`src/design/pfo_pkg.sv`:
```
// Shared types, constants and helpers for the flux observer with angle tracking loop.
package pfo_pkg;

	localparam int CORDIC_STEPS = 16;
	localparam int ATAN_ENTRIES = 24;
	localparam int CW = 40;
	localparam int ADDR_W = 5;

	localparam logic [31:0] ATAN_TURNS [ATAN_ENTRIES] = '{
		32'h20000000, 32'h12E4051E, 32'h09FB385B, 32'h051111D4,
		32'h028B0D43, 32'h0145D7E1, 32'h00A2F61E, 32'h00517C55,
		32'h0028BE53, 32'h00145F2F, 32'h000A2F98, 32'h000517CC,
		32'h00028BE6, 32'h000145F3, 32'h0000A2FA, 32'h0000517D,
		32'h000028BE, 32'h0000145F, 32'h00000A30, 32'h00000518,
		32'h0000028C, 32'h00000146, 32'h000000A3, 32'h00000051
	};

	localparam logic [31:0] QUARTER_TURN = 32'h40000000;
	localparam logic [31:0] THREE_QUARTER_TURN = 32'hC0000000;

	typedef enum logic [2:0] {
		REG_RESISTANCE    = 3'd0,
		REG_INDUCTANCE    = 3'd1,
		REG_FLUX_LINKAGE  = 3'd2,
		REG_GAMMA_HALF_DT = 3'd3,
		REG_STEP_SECONDS  = 3'd4,
		REG_PLL_PROP      = 3'd5,
		REG_PLL_INTEGRAL  = 3'd6,
		REG_NONE          = 3'd7
	} reg_idx_t;

	typedef struct packed {
		logic [15:0] resistance;
		logic [23:0] inductance;
		logic [23:0] flux_linkage;
		logic [23:0] gamma_half_dt;
		logic [23:0] step_seconds;
		logic [15:0] pll_prop_gain;
		logic [23:0] pll_integral_gain;
	} cfg_t;

	typedef struct packed {
		logic signed [CW-1:0] x;
		logic signed [CW-1:0] y;
		logic [31:0] ang;
	} cord_t;

	function automatic logic signed [31:0] sat32(input logic signed [63:0] v);
		if (v > 64'sd2147483647)
			return 32'sh7FFFFFFF;
		else if (v < -64'sd2147483648)
			return 32'sh80000000;
		else
			return v[31:0];
	endfunction

endpackage

```
`src/design/pfo_cfg_regs.sv`:
```
// Register file behind the configuration port.
module pfo_cfg_regs import pfo_pkg::*; (
	input  logic              clk,
	input  logic              arst_n,
	input  logic              psel,
	input  logic              penable,
	input  logic              pwrite,
	input  logic [ADDR_W-1:0] paddr,
	input  logic [31:0]       pwdata,
	output logic [31:0]       prdata,
	output logic              pready,
	output cfg_t              cfg
);
	cfg_t     cfg_q;
	reg_idx_t idx;

	assign idx = reg_idx_t'(paddr[4:2]);
	assign pready = 1'b1;
	assign cfg = cfg_q;

	always_ff @(posedge clk or negedge arst_n) begin
		if (!arst_n) begin
			cfg_q.resistance        <= 16'd1229;
			cfg_q.inductance        <= 24'd14156;
			cfg_q.flux_linkage      <= 24'd405272;
			cfg_q.gamma_half_dt     <= 24'd2070528;
			cfg_q.step_seconds      <= 24'd214748;
			cfg_q.pll_prop_gain     <= 16'd9830;
			cfg_q.pll_integral_gain <= 24'd429497;
		end else if (psel && penable && pwrite && pready) begin
			unique case (idx)
				REG_RESISTANCE:    cfg_q.resistance        <= pwdata[15:0];
				REG_INDUCTANCE:    cfg_q.inductance        <= pwdata[23:0];
				REG_FLUX_LINKAGE:  cfg_q.flux_linkage      <= pwdata[23:0];
				REG_GAMMA_HALF_DT: cfg_q.gamma_half_dt     <= pwdata[23:0];
				REG_STEP_SECONDS:  cfg_q.step_seconds      <= pwdata[23:0];
				REG_PLL_PROP:      cfg_q.pll_prop_gain     <= pwdata[15:0];
				REG_PLL_INTEGRAL:  cfg_q.pll_integral_gain <= pwdata[23:0];
				default: ;
			endcase
		end
	end

	always_comb begin
		unique case (idx)
			REG_RESISTANCE:    prdata = {16'd0, cfg_q.resistance};
			REG_INDUCTANCE:    prdata = {8'd0, cfg_q.inductance};
			REG_FLUX_LINKAGE:  prdata = {8'd0, cfg_q.flux_linkage};
			REG_GAMMA_HALF_DT: prdata = {8'd0, cfg_q.gamma_half_dt};
			REG_STEP_SECONDS:  prdata = {8'd0, cfg_q.step_seconds};
			REG_PLL_PROP:      prdata = {16'd0, cfg_q.pll_prop_gain};
			REG_PLL_INTEGRAL:  prdata = {8'd0, cfg_q.pll_integral_gain};
			default:           prdata = 32'd0;
		endcase
	end

endmodule

```
`config.mk`:
```
export PLATFORM = sky130hd
export DESIGN_NAME = pfo_cfg_regs
export DESIGN_NICKNAME = d
export VERILOG_FILES = /design/src/design/pfo_pkg.sv /design/src/design/pfo_cfg_regs.sv
export SDC_FILE = /design/constraint.sdc
export NUM_CORES = 1
export LEC_CHECK = 0
export BUFFER_PORTS_ARGS = -buffer_cell sky130_fd_sc_hd__buf_4
export CORE_MARGIN = 3
export CORE_UTILIZATION = 57
export CTS_BUF_LIST = sky130_fd_sc_hd__clkbuf_8
export DETAILED_ROUTE_END_ITERATION = 10
export GPL_TIMING_DRIVEN = 0
export PLACE_DENSITY = 0.95
export SYNTH_ARGS = -nofsm -noshare
export SYNTH_HDL_FRONTEND = slang
export SYNTH_SLANG_ARGS = --single-unit
```
`constraint.sdc`:
```
create_clock -name clk -period 2.5 [get_ports clk]
set_input_delay 0.5 -clock clk [delete_from_list [all_inputs] [get_ports clk]]
set_output_delay 0.5 -clock clk [all_outputs]
set_load 0.05 [all_outputs]
```
==> results_dict.tcl <==
set metrics [dict create \
    cts-root-buf "clkbuf_8" \
    ys_top_cells_by_count "mux2_2 (146), dfrtp_1 (93), dfstp_2 (59)" \
    path_depth 7 \
    seqPwrFrac 0.372 \
    io_pins 227 \
    hold_violations 0 \
    wire_per_inst_um 23.4 \
    vias 5590 \
    reg2reg_depth 1 \
    slowest_stage "mux2_2" \
    cp_top_family "buffers and inverters" \
    rsz0062_at_grt "true" \
    overflow 0 \
    post-synth-top-count-cell "mux2_2" \
    cp_num_buf_inv 4 \
    grt_pass1_wl_um 34200 \
    avgViaCountPerCell 5.94 \
    cpPeakStageDelay_ns 0.35 \
    firstDrtPassIters 5 \
    fin_crit_sh 0.971 \
    setup_viol 0 \
    drive_above_1_share 0.666 \
    synthMuxAreaShare 0.323 \
    num_rows 40 \
    io_buffer_count 206 \
    path_max_fanout 10 \
    post_cts_buffers 0 \
    ys_ff_latch 152 \
    cts.sinks 152 \
    worst_pin_slew_ns 0.771 \
    timing.reg2reg.setup_slack_ns 1.65 \
    powerDensity_nw_per_um2 981 \
    status "finished clean" \
    p_leak_nw 4.60 \
    grt.total_usage 0.316 \
    antenna_found_initial 0 \
    yosys.area.top_type_share 0.319 \
    crit_arrival_ns 1.93 \
    synth.area.top_cells "dfrtp_1 (32%), mux2_2 (23%), dfstp_2 (21%)" \
    finalNetCount 802 \
    routed_wl_um 22000 \
    fillCellCount 732 \
    swShare 0.432 \
    maxSlewHeadroom 0.486 \
    synth_xor_area_frac 0 \
    synth_top_family_by_area "multiplexers" \
    p_clk_frac 0.195 \
    grt_max_degree 86 \
    synth_compound_area_frac 0.0592 \
    finalInstanceArea_um2 9610 \
    cp-end-kind "output pin" \
    area_delta_synth_final_pct 31.8 \
    drt_iter0_drc 444 \
    grt_pass1_vias 5819 \
    cp-start-kind "primary input" \
    die_height_um 119 \
    largest_reg_flops 152 \
    ir_drop_mv 0.639 \
    critPathCapture "prdata[17]" \
    fp.dieW_um 119 \
    yosysWarnings 0 \
    multi_input_area_um2 3250 \
    r2r_start "cfg[131]" \
    criticalPathCategory "primary input to output pin" \
    cts_tree "done" \
    startpoint "paddr[3]" \
    hold_class "primary input to asynchronous set/reset pin" \
    fin_tns_setup_ns 0 \
    worst_path_most_repeated_cell "buf_4" \
    reg2reg_to "cfg[131]" \
    synthesis.instances 528 \
    drv_slew 0 \
    clk_pin_slew_worst_paths_ns 0.07 \
    timing.fmax_mhz 412 \
    max_cap_violations 0 \
    cts_max_path_buffers 2 \
    ys.flop_type "dfrtp_1" \
    syn_area_um2 7290 \
    drtAntennaViolNets 0 \
    core-area_um2 12300 \
    clock_latency_ns 0.47 \
    seqCellArea_um2 3880 \
    routabilityCongestion 0.876 \
    postPlaceCellArea_um2 9170 \
    die-area_um2 14200 \
    start_util 0.595 \
    p_switching_mw 4.07 \
    internal_power_mw 5.36 \
    cts_buffers 17 \
    synth_largest_area_cell "dfrtp_1" \
    avgSynthCellArea_um2 13.8 \
    period_needed_ns 2.43 \
    crit_chain "buf_4 > buf_4 > buf_6 > mux2_2 > a221oi_1 > nor2_2 > buf_4" \
    pwr-share-comb 0.433 \
    synthAdderAreaFrac 0 \
    synth_edf_count 0 \
    num_antenna_cells 0 \
    yosysUniqueCellTypes 35 \
    htreeDepth 4 \
    async_reset_ff_frac 1.00 \
    hold_slack_ns 0.0732 \
    drc 0 \
    ys_seq_area_frac 0.532 \
    hpwl_um 15700 \
    crit_required_ns 2.00 \
    synthSimpleGateAreaFrac 0.0484 \
    finalClockSkew_ns 0 \
]
## metrics by stage
step | utilization | total power [mW] | worst slack, ns | std cells
6_report | 0.784 | 9.43 | 0.0722 | 941
5_1_grt | 0.784 | 9.77 | 0.00369 | 941
4_1_cts | 0.781 | 9.44 | -0.00259 | 941
3_5_place_dp | 0.748 | 7.61 | -0.388 | 910
3_3_place_gp | 0.745 | 7.49 | -0.407 | 909
2_1_floorplan | - | 6.26 | -0.0804 | 535
## power by group through the flow
stage               logic (mW)  registers [mW]  clock network [mW]
floorplan                 1.09            5.17                   0
global placement          4.00            3.49                   0
detailed placement        4.08            3.54                   0
CTS                       4.09            3.50                1.85
global route              4.23            3.57                1.97
finish                    4.08            3.51                1.84
## how the worst min path moves through the flow
stage,startpoint,end,slack [ns],cells past startpoint
finish,arst_n,cfg[63],0.07,1
detailed placement,cfg[117],cfg[117],0.51,1
floorplan,arst_n,cfg[100],0.20,0
global placement,cfg[131],cfg[131],0.50,1
global route,arst_n,cfg[63],0.11,1
CTS,arst_n,cfg[39],0.1,1
## cell families after synthesis
family,Yosys count
DFF,152
buffers and inverters,49
and+or+nand+nor,60
muxes,210
other,2
AOI/OAI and AO/OA,55
## per-layer routing
layer  track usage  wire length, um
met1         0.401             8560
met2         0.524            11000
met3        0.0935             2130
met4        0.0963              398
met5             0                0
## layout make-up
class                   instances  area share
plain buffers                  47      0.0318
clock buffers                  20      0.0286
clock inverters                12      0.0116
inverters                       1    0.000391
multi-input cells             334       0.338
flip-flops and latches        152       0.403
well taps                     168      0.0219
repair buffers                207       0.165
## cell usage in the layout (no fill, tap or decap), types with 5 or more instances in the layout
cell type / instances
clkinv_2: 5
conb_1: 9
a221oi_1: 5
mux2_1: 15
clkbuf_8: 20
dfrtp_1: 93
nand2_1: 13
buf_4: 216
nor2_2: 9
o21a_1: 22
o211a_1: 5
nand3_1: 10
mux2_4: 10
nand4b_1: 10
buf_6: 7
mux2_2: 146
o221ai_1: 6
clkbuf_4: 5
clkbuf_2: 6
dfstp_2: 59
buf_2: 16
mux2i_1: 39
nand3b_1: 5
## timing repair
item | in CTS | in global routing
setup endpoints to repair | 24 | 20
hold buffers | 0 | 0
resized for setup | 16 | 11
Power figures use the tool's default switching activity.
